==> src/design/pgh_pkg.sv <==
// Shared types and constants for the pressure gate hysteresis block.
`default_nettype none

package pgh_pkg;

    // Gate states, encoded as on the result stream
    typedef enum logic [1:0] {
        ST_NORMAL   = 2'd0,
        ST_ARMED    = 2'd1,
        ST_ACTIVE   = 2'd2,
        ST_COOLDOWN = 2'd3
    } t_gate_state;

    // Gate mode register codes
    localparam logic [1:0] MODE_FORCE_NORMAL = 2'd0;
    localparam logic [1:0] MODE_PRESSURE     = 2'd1;
    localparam logic [1:0] MODE_FORCE_ACTIVE = 2'd2;

    // Profile codes
    localparam logic [1:0] PROF_NORMAL = 2'd0;
    localparam logic [1:0] PROF_ARMED  = 2'd1;
    localparam logic [1:0] PROF_ACTIVE = 2'd2;

    // Register indexes (byte address is 8 * index)
    localparam logic [1:0] REG_GATE_MODE  = 2'd0;
    localparam logic [1:0] REG_ACT_WIN    = 2'd1;
    localparam logic [1:0] REG_REC_WIN    = 2'd2;
    localparam logic [1:0] REG_COOL_LEN   = 2'd3;

    localparam int COOL_W = 51;

    // Register reset values
    localparam logic [1:0]        RST_GATE_MODE = MODE_FORCE_NORMAL;
    localparam logic [7:0]        RST_ACT_WIN   = 8'd2;
    localparam logic [7:0]        RST_REC_WIN   = 8'd3;
    localparam logic [COOL_W-1:0] RST_COOL_LEN  = COOL_W'(64'd2000000000);

    // Evidence mask bit positions
    localparam int EV_CPU  = 0;
    localparam int EV_WAIT = 1;
    localparam int EV_BG   = 2;

    typedef struct packed {
        logic [1:0]        gate_mode;
        logic [7:0]        act_win;
        logic [7:0]        rec_win;
        logic [COOL_W-1:0] cool_len;
    } t_cfg;

    typedef struct packed {
        logic        background_present;
        logic        latency_present;
        logic        background_busy;
        logic        wait_high;
        logic        pressure_trigger;
        logic        cpu_high;
        logic [63:0] now_time;
    } t_item;

    typedef struct packed {
        logic [1:0]  profile_code;
        logic [31:0] generation_count;
        logic [2:0]  evidence_bits;
        logic [1:0]  new_state;
        logic [1:0]  prior_state;
    } t_result;

    // Gate context carried from window to window
    typedef struct packed {
        t_gate_state state;
        logic [7:0]  act_streak;
        logic [7:0]  rec_streak;
        logic [63:0] cool_start;
        logic [31:0] generation;
    } t_gate_ctx;

endpackage

`default_nettype wire

==> src/design/pgh_cfg_regs.sv <==
// APB register file holding the gate configuration.
`default_nettype none

module pgh_cfg_regs
    import pgh_pkg::*;
(
    input  wire logic        i_clk,
    input  wire logic        i_rst_n,
    input  wire logic        psel,
    input  wire logic        penable,
    input  wire logic        pwrite,
    input  wire logic [4:0]  paddr,
    input  wire logic [63:0] pwdata,
    output logic      [63:0] prdata,
    output logic             pready,
    output t_cfg             o_cfg
);

    t_cfg       r_cfg;
    logic [1:0] w_idx;
    logic       w_wr;

    assign pready = 1'b1;
    assign w_idx  = paddr[4:3];
    assign w_wr   = psel & penable & pwrite;
    assign o_cfg  = r_cfg;

    // Register writes
    always_ff @(posedge i_clk) begin
        if (!i_rst_n) begin
            r_cfg.gate_mode <= RST_GATE_MODE;
            r_cfg.act_win   <= RST_ACT_WIN;
            r_cfg.rec_win   <= RST_REC_WIN;
            r_cfg.cool_len  <= RST_COOL_LEN;
        end else if (w_wr) begin
            case (w_idx)
                REG_GATE_MODE: r_cfg.gate_mode <= pwdata[1:0];
                REG_ACT_WIN:   r_cfg.act_win   <= pwdata[7:0];
                REG_REC_WIN:   r_cfg.rec_win   <= pwdata[7:0];
                REG_COOL_LEN:  r_cfg.cool_len  <= pwdata[COOL_W-1:0];
                default:       r_cfg.gate_mode <= r_cfg.gate_mode;
            endcase
        end
    end

    // Read mux
    always_comb begin
        case (w_idx)
            REG_GATE_MODE: prdata = {62'd0, r_cfg.gate_mode};
            REG_ACT_WIN:   prdata = {56'd0, r_cfg.act_win};
            REG_REC_WIN:   prdata = {56'd0, r_cfg.rec_win};
            REG_COOL_LEN:  prdata = {{(64-COOL_W){1'b0}}, r_cfg.cool_len};
            default:       prdata = 64'd0;
        endcase
    end

endmodule

`default_nettype wire

==> src/design/pgh_step.sv <==
// One window of the gate: evidence mask, next state and updated context.
`default_nettype none

module pgh_step
    import pgh_pkg::*;
(
    input  wire t_cfg      i_cfg,
    input  wire t_item     i_item,
    input  wire t_gate_ctx i_ctx,
    output t_gate_ctx      o_ctx,
    output t_result        o_result
);

    logic [2:0]  w_ev;
    logic        w_ev_two;
    logic [7:0]  w_act_inc;
    logic [7:0]  w_rec_inc;
    logic [7:0]  w_act_need;
    logic [7:0]  w_rec_need;
    logic        w_act_done;
    logic        w_rec_done;
    logic        w_recovering;
    logic        w_arm_drop;
    logic        w_cool_over;
    logic [63:0] w_elapsed;
    logic        w_pressure;
    t_gate_state n_state;

    // Evidence mask and "two or more set" test
    assign w_ev[EV_CPU]  = i_item.cpu_high |
                           ((i_cfg.gate_mode == MODE_PRESSURE) & i_item.pressure_trigger);
    assign w_ev[EV_WAIT] = i_item.wait_high;
    assign w_ev[EV_BG]   = i_item.background_busy;
    assign w_ev_two      = (w_ev[0] & w_ev[1]) | (w_ev[0] & w_ev[2]) | (w_ev[1] & w_ev[2]);

    assign w_pressure = (i_cfg.gate_mode == MODE_PRESSURE);

    // Saturating streak increments; a window count of zero acts as one
    assign w_act_inc  = (i_ctx.act_streak == 8'hFF) ? 8'hFF : i_ctx.act_streak + 8'd1;
    assign w_rec_inc  = (i_ctx.rec_streak == 8'hFF) ? 8'hFF : i_ctx.rec_streak + 8'd1;
    assign w_act_need = (i_cfg.act_win == 8'd0) ? 8'd1 : i_cfg.act_win;
    assign w_rec_need = (i_cfg.rec_win == 8'd0) ? 8'd1 : i_cfg.rec_win;
    assign w_act_done = w_act_inc >= w_act_need;
    assign w_rec_done = w_rec_inc >= w_rec_need;

    assign w_recovering = (!i_item.background_present && !w_ev[EV_CPU]) ||
                          (!i_item.background_present && !i_item.background_busy) ||
                          (!w_ev[EV_CPU] && !i_item.wait_high);
    assign w_arm_drop   = !i_item.latency_present ||
                          (!i_item.background_present && !w_ev_two);

    // Wrapping elapsed time since cooldown began
    assign w_elapsed   = i_item.now_time - i_ctx.cool_start;
    assign w_cool_over = w_elapsed >= {{(64-COOL_W){1'b0}}, i_cfg.cool_len};

    // Next state
    always_comb begin
        n_state = i_ctx.state;
        case (i_cfg.gate_mode)
            MODE_FORCE_NORMAL: n_state = ST_NORMAL;
            MODE_FORCE_ACTIVE: n_state = ST_ACTIVE;
            MODE_PRESSURE: begin
                case (i_ctx.state)
                    ST_NORMAL: begin
                        if (i_item.latency_present && i_item.background_present) begin
                            n_state = ST_ARMED;
                        end
                    end
                    ST_ARMED: begin
                        if (w_arm_drop) begin
                            n_state = ST_NORMAL;
                        end else if (w_ev_two && w_act_done) begin
                            n_state = ST_ACTIVE;
                        end
                    end
                    ST_ACTIVE: begin
                        if (w_recovering && w_rec_done) begin
                            n_state = ST_COOLDOWN;
                        end
                    end
                    ST_COOLDOWN: begin
                        if (i_item.background_present && w_ev_two) begin
                            n_state = ST_ACTIVE;
                        end else if (w_cool_over) begin
                            n_state = ST_NORMAL;
                        end
                    end
                    default: n_state = ST_NORMAL;
                endcase
            end
            default: n_state = i_ctx.state;
        endcase
    end

    // Context updates and result fields
    always_comb begin
        o_ctx            = i_ctx;
        o_ctx.state      = n_state;
        o_ctx.generation = i_ctx.generation + 32'd1;

        if (w_pressure) begin
            case (i_ctx.state)
                ST_ARMED: begin
                    if (w_arm_drop || !w_ev_two || w_act_done) begin
                        o_ctx.act_streak = 8'd0;
                    end else begin
                        o_ctx.act_streak = w_act_inc;
                    end
                end
                ST_ACTIVE: begin
                    if (!w_recovering || w_rec_done) begin
                        o_ctx.rec_streak = 8'd0;
                    end else begin
                        o_ctx.rec_streak = w_rec_inc;
                    end
                    if (w_recovering && w_rec_done) begin
                        o_ctx.cool_start = i_item.now_time;
                    end
                end
                default: o_ctx.act_streak = i_ctx.act_streak;
            endcase
        end

        o_result.prior_state      = i_ctx.state;
        o_result.new_state        = n_state;
        o_result.evidence_bits    = w_ev;
        o_result.generation_count = o_ctx.generation;
        case (n_state) inside
            ST_ACTIVE, ST_COOLDOWN: o_result.profile_code = PROF_ACTIVE;
            ST_ARMED:               o_result.profile_code = PROF_ARMED;
            default:                o_result.profile_code = PROF_NORMAL;
        endcase
    end

endmodule

`default_nettype wire

==> src/design/pressure_gate_hysteresis_fsm_core.sv <==
// Top level: stream pipeline around the gate step logic and the APB registers.
//
//  channel   | role            | beat contents
//  ----------+-----------------+----------------------------------------------
//  s_axis    | window in       | now_time, cpu_high .. background_present
//  m_axis    | decision out    | prior/new state, evidence, generation, profile
//  APB       | configuration   | gate_mode, windows, cooldown_length
//
//  One window per cycle sustained when the output is not stalled. A beat is
//  captured in the input register, the decision is computed as it moves to the
//  output register, and the gate context registers update on that same edge.
//  Synchronous active-low reset clears the context and both valid flags.
//  A stalled output holds; the input register still takes one more beat.
`default_nettype none

module pressure_gate_hysteresis_fsm_core
    import pgh_pkg::*;
(
    input  wire logic        i_clk,
    input  wire logic        i_rst_n,
    input  wire logic        s_axis_tvalid,
    output logic             s_axis_tready,
    // tdata: now_time[63:0], cpu_high[64], pressure_trigger[65], wait_high[66],
    //        background_busy[67], latency_present[68], background_present[69], zero pad
    input  wire logic [71:0] s_axis_tdata,
    output logic             m_axis_tvalid,
    input  wire logic        m_axis_tready,
    // tdata: prior_state[1:0], new_state[3:2], evidence_bits[6:4],
    //        generation_count[38:7], profile_code[40:39], zero pad
    output logic      [47:0] m_axis_tdata,
    input  wire logic        psel,
    input  wire logic        penable,
    input  wire logic        pwrite,
    input  wire logic [4:0]  paddr,
    input  wire logic [63:0] pwdata,
    output logic      [63:0] prdata,
    output logic             pready
);

    t_cfg      w_cfg;
    t_item     r_in;
    logic      r_in_valid;
    t_result   r_out;
    logic      r_out_valid;
    t_gate_ctx r_ctx;
    t_gate_ctx n_ctx;
    t_result   n_out;
    logic      w_adv;

    pgh_cfg_regs u_cfg (
        .i_clk   (i_clk),
        .i_rst_n (i_rst_n),
        .psel    (psel),
        .penable (penable),
        .pwrite  (pwrite),
        .paddr   (paddr),
        .pwdata  (pwdata),
        .prdata  (prdata),
        .pready  (pready),
        .o_cfg   (w_cfg)
    );

    pgh_step u_step (
        .i_cfg    (w_cfg),
        .i_item   (r_in),
        .i_ctx    (r_ctx),
        .o_ctx    (n_ctx),
        .o_result (n_out)
    );

    // Pipeline flow control
    assign w_adv         = r_in_valid && (!r_out_valid || m_axis_tready);
    assign s_axis_tready = !r_in_valid || w_adv;
    assign m_axis_tvalid = r_out_valid;
    assign m_axis_tdata  = {7'd0, r_out};

    // Input register
    always_ff @(posedge i_clk) begin
        if (!i_rst_n) begin
            r_in_valid <= 1'b0;
        end else if (s_axis_tready) begin
            r_in_valid <= s_axis_tvalid;
        end
    end

    always_ff @(posedge i_clk) begin
        if (s_axis_tready && s_axis_tvalid) begin
            r_in <= s_axis_tdata[69:0];
        end
    end

    // Output register
    always_ff @(posedge i_clk) begin
        if (!i_rst_n) begin
            r_out_valid <= 1'b0;
        end else if (w_adv) begin
            r_out_valid <= 1'b1;
        end else if (m_axis_tready) begin
            r_out_valid <= 1'b0;
        end
    end

    always_ff @(posedge i_clk) begin
        if (w_adv) begin
            r_out <= n_out;
        end
    end

    // Gate context
    always_ff @(posedge i_clk) begin
        if (!i_rst_n) begin
            r_ctx.state      <= ST_NORMAL;
            r_ctx.act_streak <= 8'd0;
            r_ctx.rec_streak <= 8'd0;
            r_ctx.cool_start <= 64'd0;
            r_ctx.generation <= 32'd0;
        end else if (w_adv) begin
            r_ctx <= n_ctx;
        end
    end

endmodule

`default_nettype wire
==> config.mk <==
export PLATFORM = sky130hd
export DESIGN_NAME = pressure_gate_hysteresis_fsm_core
export DESIGN_NICKNAME = d
export VERILOG_FILES = /design/src/design/pgh_pkg.sv /design/src/design/pgh_cfg_regs.sv /design/src/design/pgh_step.sv /design/src/design/pressure_gate_hysteresis_fsm_core.sv
export SDC_FILE = /design/constraint.sdc
export NUM_CORES = 1
export LEC_CHECK = 0
export BUFFER_PORTS_ARGS = -buffer_cell sky130_fd_sc_hd__buf_2
export CAP_MARGIN = 40
export CORE_ASPECT_RATIO = 0.8
export CORE_MARGIN = 2
export CORE_UTILIZATION = 50
export CTS_CLUSTER_DIAMETER = 60
export DETAILED_ROUTE_END_ITERATION = 12
export PLACE_DENSITY = 0.72
export SLEW_MARGIN = 20
export SYNTH_ARGS = -nofsm -noshare
export SYNTH_HDL_FRONTEND = slang
export SYNTH_HIERARCHICAL = 1
export SYNTH_SLANG_ARGS = --single-unit
==> constraint.sdc <==
create_clock -name i_clk -period 7.8 [get_ports i_clk]
set_input_delay 1.17 -clock i_clk [delete_from_list [all_inputs] [get_ports i_clk]]
set_output_delay 1.17 -clock i_clk [all_outputs]
set_load 0.03 [all_outputs]
== Word level (Yosys, flattened, before mapping) ==
Index checks and enable logic that the tools add are counted.

* Flip-flop bits (word level): 296

* Reduce and logical (&&, ||, !) cells: 41
* Multiplexer cells: 18
* $add $sub $neg: 4
* Eq/ne operators: 13
* Magnitude comparators: 3
* Bitwise logic cells: 9

{| class="wikitable"
|+ Operators by type and width
! kind !! count
|-
| $pmux W64 S4 || 1
|-
| $ge A64 B51 Y1 || 1
|-
| $sub A64 B64 Y64 || 1
|-
| $mux W8 || 6
|-
| $add A32 B1 Y32 const B || 1
|-
| $add A8 B1 Y8 const B || 2
|-
| $eq A8 B8 Y1 const B || 2
|-
| $ge A8 B8 Y1 || 2
|-
| $logic_not A8 Y1 || 2
|-
| $eq A2 B2 Y1 const B || 7
|-
| $mux W2 || 6
|-
| $logic_and A1 B1 Y1 || 10
|-
| $logic_not A1 Y1 || 9
|-
| $eq A2 B1 Y1 const B || 4
|-
| $logic_or A1 B1 Y1 || 8
|-
| $pmux W2 S4 || 1
|-
| $reduce_and A2 Y1 || 4
|-
| $and A1 B1 Y1 || 6
|-
| $logic_not A2 Y1 || 3
|-
| $pmux W2 S3 || 1
|-
| $reduce_and A3 Y1 || 2
|-
| $reduce_and A4 Y1 || 1
|-
| $mux W1 || 3
|-
| $or A1 B1 Y1 || 3
|-
| 2 further kinds || 2
|}

== Longest topological paths before layout ==
Gate-level depths: netlist (run 1).

* Depth in word-level cells: 14
* Mapped depth: 27

== Modules after synthesis ==
The synthesis (run 1) kept the hierarchy.

{| class="wikitable"
|+ Modules (own cells, without submodules)
! module !! seq. area each (um^2) !! cells each !! times used !! area each (um^2)
|-
| pgh_step || 0.0 || 1,245 || 1 || 8,505.7
|-
| pressure_gate_hysteresis_fsm_core || 5,655.4 || 623 || 1 || 8,002.7
|-
| pgh_cfg_regs || 1,381.3 || 376 || 1 || 3,340.7
|}

== Least setup slack after synthesis (run 1) ==
Ideal clock, no wire load.

* Kind: register to register
* From: register r_in[0] (netlist bit)
* To: register r_out, in the netlist m_axis_tdata[3], data pin
* Cell stages (with the launch flop): 26
* Arrival time: 4.618 ns
* Buffers on the path: 1
* Path slack: 2.931 ns
* Required time: 7.549 ns
* Clock period less this slack: 4.869 ns
* Library setup time: 0.251 ns
* Cells stage by stage: edfxtp_1 > inv_1 > ha_1 > inv_1 > fa_1 > a21o_1 > a221oi_2 > nor3_1 > or2_2 > a21oi_1 > o31a_1 > o21bai_1 > a21oi_1 > o21bai_1 > xor2_1 > ha_1 > nand4_1 > or3_1 > o2111ai_1 > o22ai_1 > a31oi_1 > nor3b_1 > nand4_1 > nor4_4 > or2_1 > buf_4

{| class="wikitable"
|+ RTL lines
! element !! line !! text
|-
| from (decl) || pressure_gate_hysteresis_fsm_core.sv:41 || <nowiki>t_item r_in;</nowiki>
|-
| from (signal assigned) || pressure_gate_hysteresis_fsm_core.sv:88 || <nowiki>r_in <= s_axis_tdata[69:0];</nowiki>
|-
| to (signal assigned) || pressure_gate_hysteresis_fsm_core.sv:105 || <nowiki>r_out <= n_out;</nowiki>
|-
| to (decl) || pressure_gate_hysteresis_fsm_core.sv:43 || <nowiki>t_result r_out;</nowiki>
|}

==> flow_metrics.env, run 1 <==
export IMPL_status="finished, final reports clean"
export IMPL_r2r_cells=27
export IMPL_post_dp_hpwl_um=39300
export IMPL_fmax_mhz=168
export IMPL_dieArea_um2=41300
export IMPL_cap_violations=0
export IMPL_htree_levels=2
export IMPL_critPathLaunchType="flip-flop"
export IMPL_dpl_cell_area_um2=20800
export IMPL_worst_ep_arrival_time_ns=6.41
export IMPL_finalInstanceArea_um2=22000
export IMPL_grt_overflow_total=0
export IMPL_cpPeakStageDelay_ns=0.42
export IMPL_rows=65
export IMPL_synthFlopType="dfxtp_1"
export IMPL_synth_seq_cells=296
export IMPL_grt_pass1_vias=15500
export IMPL_layout_common_cells="432 x nand2_1, 223 x buf_2, 185 x dfxtp_1"
export IMPL_synth_cell_types=95
export IMPL_postCtsSetupBuffers=0
export IMPL_cts_root_buffer_cell="clkbuf_16"
export IMPL_hold_path_end="r_ctx[44]$_SDFFE_PN0P_"
export IMPL_clock_latency_ns=0.55
export IMPL_fill_cells=3540
export IMPL_path_class="reg -> reg"
export IMPL_yosysSeqAreaShare=0.355
export IMPL_cts_tree="done"
export IMPL_multi_input_area_um2=11200
export IMPL_cts_hold_buf=0
export IMPL_dr_first_iter_drc_count=1278
export IMPL_grt_first_pass_wirelength_um=81900
export IMPL_drc=0
export IMPL_cts_buffer_depth=3
export IMPL_syn_avg_cell_area_um2=8.85
export IMPL_tightestPinTransition_ns=1.08
export IMPL_place_ws_ns=1.88
export IMPL_final_nets=2637
export IMPL_min_period_over_period=0.762
export IMPL_cts_buffers=34
export IMPL_cts_num_sinks=296
export IMPL_cp_required_ns=8.27
export IMPL_reg2reg_to="r_ctx[113]$_SDFFE_PN0P_"
export IMPL_viasPerCell=5.59
export IMPL_crit_slowest_cell="a221oi_2"
export IMPL_cp_max_fo=5
export IMPL_synth_area_top_cells="dfxtp_1 19%, edfxtp_1 17%, mux2i_1 8.7%"
export IMPL_ctsResizeCount=0
export IMPL_synth_top_area_frac=0.187
export IMPL_skew_ns=0.0194
export IMPL_critical_path_endpoint_type="flip-flop"
export IMPL_vias=16300
export IMPL_die_h_um=182
export IMPL_area_delta_synth_final_pct=10.9
export IMPL_ios=263
export IMPL_synth_async_sr_flop_share=0
export IMPL_fin_tns_setup_ns=0
export IMPL_setup_viol=0
export IMPL_hold_path_cell_count=2
export IMPL_final_common_cell="nand2_1"
export IMPL_setup_slack_ns=1.86
export IMPL_drive_above_1_share=0.167
export IMPL_hp_class="reg -> reg"
export IMPL_rsz0062_at_grt="false"
export IMPL_die_w_um=227
export IMPL_core_area_um2=39300
export IMPL_power_density_nw_per_um2=178
export IMPL_first_pass_iters=5
export IMPL_power_leakage_nw=8.87
export IMPL_r2r_setup_slack_ns=1.86
export IMPL_path_buf_inv=2
export IMPL_drt_total_wl_um=51800
export IMPL_fin_crit_ns=5.94
export IMPL_synth_warning_count=6
export IMPL_synthCells=2244
export IMPL_start_util=0.505
export IMPL_max_slew_margin=0.277
export IMPL_min_from="r_ctx[44]$_SDFFE_PN0P_"
export IMPL_synth_edf_count=111
export IMPL_register_area_um2=7040
export IMPL_wl_per_cell_um=17.7
export IMPL_gp_congestion=0.922
export IMPL_grt_max_degree=162
export IMPL_io_buffer_count=223
export IMPL_ant_nets=0
export IMPL_slew_viol_final=0
export IMPL_synth_top_cell_by_area="dfxtp_1"
export IMPL_r2r_start="r_in[0]$_DFFE_PP_"
export IMPL_finalHoldViolCount=0
export IMPL_synth_area_um2=19800
export IMPL_crit_family="compound AO/OA/AOI/OAI gates"
export IMPL_clk_pin_slew_ns=0.06
export IMPL_grt_usage=0.247
export IMPL_ir_drop_uv=164
export IMPL_antenna_found_initial=5
## stage by stage
step	hold WS (ns)	utilization	total power [mW]	instances
global placement	0.453	0.527	2.23	2850
floorplan	0.443	-	2.09	2262
CTS	0.470	0.559	3.95	2915
finish	0.468	0.560	3.92	2921
global route	0.490	0.560	4.07	2921
detailed placement	0.461	0.529	2.24	2853
## worst max-delay path by stage
stage | start | endpoint | slack (ns) | cells past startpoint
global placement | r_in[0]$_DFFE_PP_ | r_ctx[113]$_SDFFE_PN0P_ | 2.02 | 27
floorplan | r_in[0]$_DFFE_PP_ | m_axis_tdata[3]$_DFFE_PP_ | 2.93 | 25
finish | r_in[0]$_DFFE_PP_ | r_ctx[113]$_SDFFE_PN0P_ | 1.86 | 27
global route | r_in[0]$_DFFE_PP_ | r_ctx[113]$_SDFFE_PN0P_ | 1.43 | 27
detailed placement | r_in[0]$_DFFE_PP_ | r_ctx[113]$_SDFFE_PN0P_ | 1.88 | 27
CTS | r_in[0]$_DFFE_PP_ | r_ctx[113]$_SDFFE_PN0P_ | 1.88 | 27
## per-layer routing
layer / vias to the layer above / track usage / wire length (µm)
met5: - / 0 / 0
met4: 0 / 0.0771 / 1420
met3: 86 / 0.0340 / 2800
met2: 453 / 0.397 / 23600
met1: 7774 / 0.343 / 24000
li1: 8016 / - / -
## synth_stat cells (33+ instances only)
cell and n:
buf_4 71, clkbuf_1 58, nor2_1 72, o21ai_0 85, dfxtp_1 185, inv_1 155
and3_1 65, edfxtp_1 111, xnor2_1 59, nand4_1 42, buf_2 33, nand3_1 36
mux2i_1 172, a21oi_1 117, nand2_1 432, mux2_2 72, ha_1 133
## cell type report
type                       instances  area share
timing repair buffer             235      0.0590
antenna                            4    0.000455
clock inverter                    19      0.0120
tap                              536      0.0305
multi-input combinational       1633       0.510
clock buffer                      43      0.0421
sequential                       296       0.320
inverter                         155      0.0264
## worst reg2reg max path: stages, from the launching register on
cell and delay [ns]:
edfxtp_1 0.38, inv_1 0.07, ha_1 0.17, inv_1 0.05, fa_1 0.40, a21o_1 0.20, a221oi_2 0.42, nor3_1 0.16
or2_2 0.32, a21oi_1 0.39, o31a_1 0.26, o21bai_1 0.13, a21oi_1 0.27, o21bai_1 0.11, xor2_1 0.21, ha_1 0.28
nand4_1 0.12, nor3_1 0.10, o211ai_1 0.12, o2111ai_1 0.14, o22ai_1 0.25, a31oi_1 0.19, nor3b_1 0.22, nand4_1 0.22
nor4_4 0.34, or2_1 0.16, nand2_1 0.05, mux2i_1 0.16
## kinds of logic after synthesis
kind of cell,count (synthesis),synth area share
compound gates,382,0.128
xor+xnor,89,0.0393
fa+ha+maj,134,0.0848
buf+inv,333,0.0842
flops,296,0.355
mux,246,0.130
other cells,3,0.000567
simple gates,761,0.179
## where the power goes
| group | leakage [nW] | switching, mW | internal, mW |
|---|---|---|---|
| logic | 5.74 | 0.355 | 0.197 |
| clock network | 0.580 | 0.698 | 0.998 |
| registers | 2.55 | 0.0233 | 1.64 |
## registers in the layout, indices dropped and copies added (netlist names)
signal	flops
u_cfg/o_cfg	69
r_ctx	114
r_in	70
r_in_valid	1
m_axis_tvalid	1
m_axis_tdata	41
No activity file was read; power rests on OpenSTA's default activity.
==> run 2, diff against run 1 <==
ABC_AREA = 1   (was not set)
PLACE_DENSITY = 0.71   (was 0.72)
clock period = 5.6 ns   (was 7.8 ns; I/O delays follow)
==> flow_metrics.env, run 2 <==
export IMPL_ir_drop_uv=244
export IMPL_min_from="r_ctx[51]$_SDFFE_PN0P_"
export IMPL_crit_slowest_cell="fa_1"
export IMPL_worst_ep_arrival_time_ns=4.69
export IMPL_grt_usage=0.247
export IMPL_synth_simple_area_share=0.310
export IMPL_gp_congestion=0.988
export IMPL_synth_top_cell_by_area="dfxtp_1"
export IMPL_largest_reg_flops=114
export IMPL_die_h_um=190
export IMPL_cts_root_buffer_cell="clkbuf_16"
export IMPL_fin_tns_setup_ns=0
export IMPL_core_area_um2=42900
export IMPL_synth_most_common_cell="nand2_1"
export IMPL_drt_total_wl_um=56000
export IMPL_clk_pin_slew_ns=0.06
export IMPL_final_util=0.553
export IMPL_critPathLaunchType="flip-flop"
export IMPL_finalHoldViolCount=0
export IMPL_cpPeakStageDelay_ns=0.44
export IMPL_r2r_cells=35
export IMPL_synthAdderAreaFrac=0.0780
export IMPL_hold_path_cell_count=2
export IMPL_cp_max_fo=3
export IMPL_synth_cell_types=50
export IMPL_fin_crit_ns=4.23
export IMPL_path_class="reg -> reg"
export IMPL_hold_path_end="r_ctx[51]$_SDFFE_PN0P_"
export IMPL_max_slew_margin=0.474
export IMPL_drc=0
export IMPL_first_pass_iters=5
export IMPL_wl_per_cell_um=14.2
export IMPL_power_density_nw_per_um2=262
export IMPL_rows=68
export IMPL_synth_async_sr_flop_share=0
export IMPL_antenna_cells=0
export IMPL_synthCells=3216
export IMPL_dr_first_iter_drc_count=1509
export IMPL_comb_power_share=0.256
export IMPL_status="finished, final reports clean"
export IMPL_clock_latency_ns=0.53
export IMPL_cts_hold_buf=0
export IMPL_switching_share=0.325
export IMPL_tightestPinTransition_ns=0.787
export IMPL_holdWs_ns=0.479
export IMPL_switchingPower_mw=2.03
export IMPL_cts_buffers=34
export IMPL_io_buffer_count=223
export IMPL_die_w_um=236
export IMPL_rsz0062_at_grt="false"
export IMPL_syn_avg_cell_area_um2=6.71
export IMPL_synth_seq_cells=296
export IMPL_reg2reg_to="r_ctx[113]$_SDFFE_PN0P_"
export IMPL_grt_max_degree=123
export IMPL_dieArea_um2=44900
export IMPL_place_ws_ns=1.41
export IMPL_grt_first_pass_wirelength_um=90100
export IMPL_cts_num_sinks=296
export IMPL_ios=263
export IMPL_antenna_found_initial=0
export IMPL_min_period_over_period=0.755
export IMPL_yosysSeqAreaShare=0.326
export IMPL_skew_ns=0.0210
export IMPL_synth_xor_area_frac=0.0333
export IMPL_vias=19700
export IMPL_synth_area_top_cells="dfxtp_1 17%, edfxtp_1 15%, nand2_1 12%"
export IMPL_r2r_start="r_in[0]$_DFFE_PP_"
export IMPL_setup_slack_ns=1.37
export IMPL_synth_top_area_frac=0.172
export IMPL_cts_tree="done"
export IMPL_cap_violations=0
export IMPL_synth_warning_count=6
export IMPL_power_leakage_nw=11.5
export IMPL_hp_class="reg -> reg"
export IMPL_ant_nets=0
export IMPL_synth_edf_count=111
export IMPL_htree_levels=2
export IMPL_fmax_mhz=237
export IMPL_postCtsSetupBuffers=0
export IMPL_synth_area_um2=21600
export IMPL_area_delta_synth_final_pct=9.84
export IMPL_grt_pass1_vias=17400
export IMPL_layout_common_cells="715 x nand2_1, 573 x inv_1, 463 x nor2_1"
export IMPL_regMostFlops="r_ctx"
export IMPL_post_dp_hpwl_um=43500
export IMPL_viasPerCell=5.01
export IMPL_internal_power_mw=4.20
export IMPL_final_common_cell="nand2_1"
export IMPL_final_nets=3626
export IMPL_drive_above_1_share=0.120
export IMPL_muxShareOfSynthArea=0.000521
export IMPL_cp_required_ns=6.07
export IMPL_pwr_share_clk=0.352
export IMPL_crit_top_cell="nand2_1"
export IMPL_r2r_setup_slack_ns=1.37
export IMPL_cts_buffer_depth=3
export IMPL_synthFlopType="dfxtp_1"
export IMPL_setup_viol=0
export IMPL_synth_compound_area_frac=0.0967
export IMPL_seq_power_share=0.392
export IMPL_start_util=0.504
export IMPL_ctsResizeCount=0
export IMPL_slew_viol_final=0
export IMPL_critical_path_endpoint_type="flip-flop"
export IMPL_synth_top_family_by_area="simple AND/OR/NAND/NOR gates"
export IMPL_grt_overflow_total=0
export IMPL_yosys_top_cells_count="716 x nand2_1, 574 x inv_1, 463 x nor2_1, 286 x a21oi_1, 219 x nand3_1"
==> run 2: cell types whose count changed in the layout (fill, tap and decap cells not counted), moves of 33 or more <==
cell	previous run	this run
inv_1	155	573
mux2_2	72	1
nand3_1	36	219
nand2_1	432	715
and3_1	65	8
nor2_1	72	463
mux2i_1	172	0
a21oi_1	117	285
o21ai_0	85	52
nand3_2	0	45
==> run 2: worst max path at each step <==
stage	from	end	slack [ns]	cells past startpoint
after global routing	r_in[0]$_DFFE_PP_	r_ctx[112]$_SDFFE_PN0P_	0.95	32
after CTS	r_in[0]$_DFFE_PP_	r_ctx[113]$_SDFFE_PN0P_	1.39	35
final	r_in[0]$_DFFE_PP_	r_ctx[113]$_SDFFE_PN0P_	1.37	35
after floorplan	r_in[0]$_DFFE_PP_	m_axis_tdata[2]$_DFFE_PP_	2.07	29
after global placement	r_ctx[98]$_SDFFE_PN0P_	r_ctx[57]$_SDFFE_PN0P_	1.35	19
after detailed placement	r_in[0]$_DFFE_PP_	r_ctx[113]$_SDFFE_PN0P_	1.41	35
==> run 2: per-stage QoR <==
stage                     power, mW  cell area [µm²]  cells
after global routing           6.59            23700   3928
final                          6.23            23700   3928
after detailed placement       4.05            22600   3866
after floorplan                3.67            21700   3234
after global placement         4.02            22500   3863
after CTS                      6.26            23700   3926
==> run 2: cell type report <==
type | instances | area (µm²)
Fill cell | 4371 | 19200
Multi-Input combinational cell | 2188 | 11300
Sequential cell | 296 | 7040
Inverter | 582 | 2180
Timing Repair Buffer | 242 | 1370
Clock buffer | 47 | 983
Tap cell | 560 | 701
Clock inverter | 13 | 128
==> run 2: cell families after synthesis <==
logic type,count (synthesis)
AND/OR/NAND/NOR,1558
other,3
flip-flops,296
adder cells (fa/ha/maj),134
multiplexers,1
buffers and inverters,750
AO/OA/AOI/OAI,392
XOR/XNOR,82
==> run 2: worst max-delay path: cells and delay by family (launching register included) <==
kind | cells | cell delay [ns]
XOR/XNOR | 1 | 0.26
AO/OA/AOI/OAI | 2 | 0.21
AND/OR/NAND/NOR | 24 | 2.17
buffers and inverters | 5 | 0.31
adder cells (fa/ha/maj) | 3 | 0.86
flip-flops | 1 | 0.35
==> run 2: layer usage <==
metal	vias up	global-route usage	part of all wire
li1	10300	-	-
met1	8795	0.361	0.49
met2	523	0.374	0.42
met3	82	0.0416	0.065
met4	0	0.0689	0.025
met5	-	0	0
==> run 2: power by group through the flow <==
stage                     Combinational (mW)  Sequential, mW  Clock (mW)
after floorplan                         1.18            2.49           0
after global placement                  1.54            2.48           0
after detailed placement                1.56            2.48           0
after CTS                               1.57            2.44        2.25
after global routing                    1.80            2.45        2.34
final                                   1.59            2.44        2.19
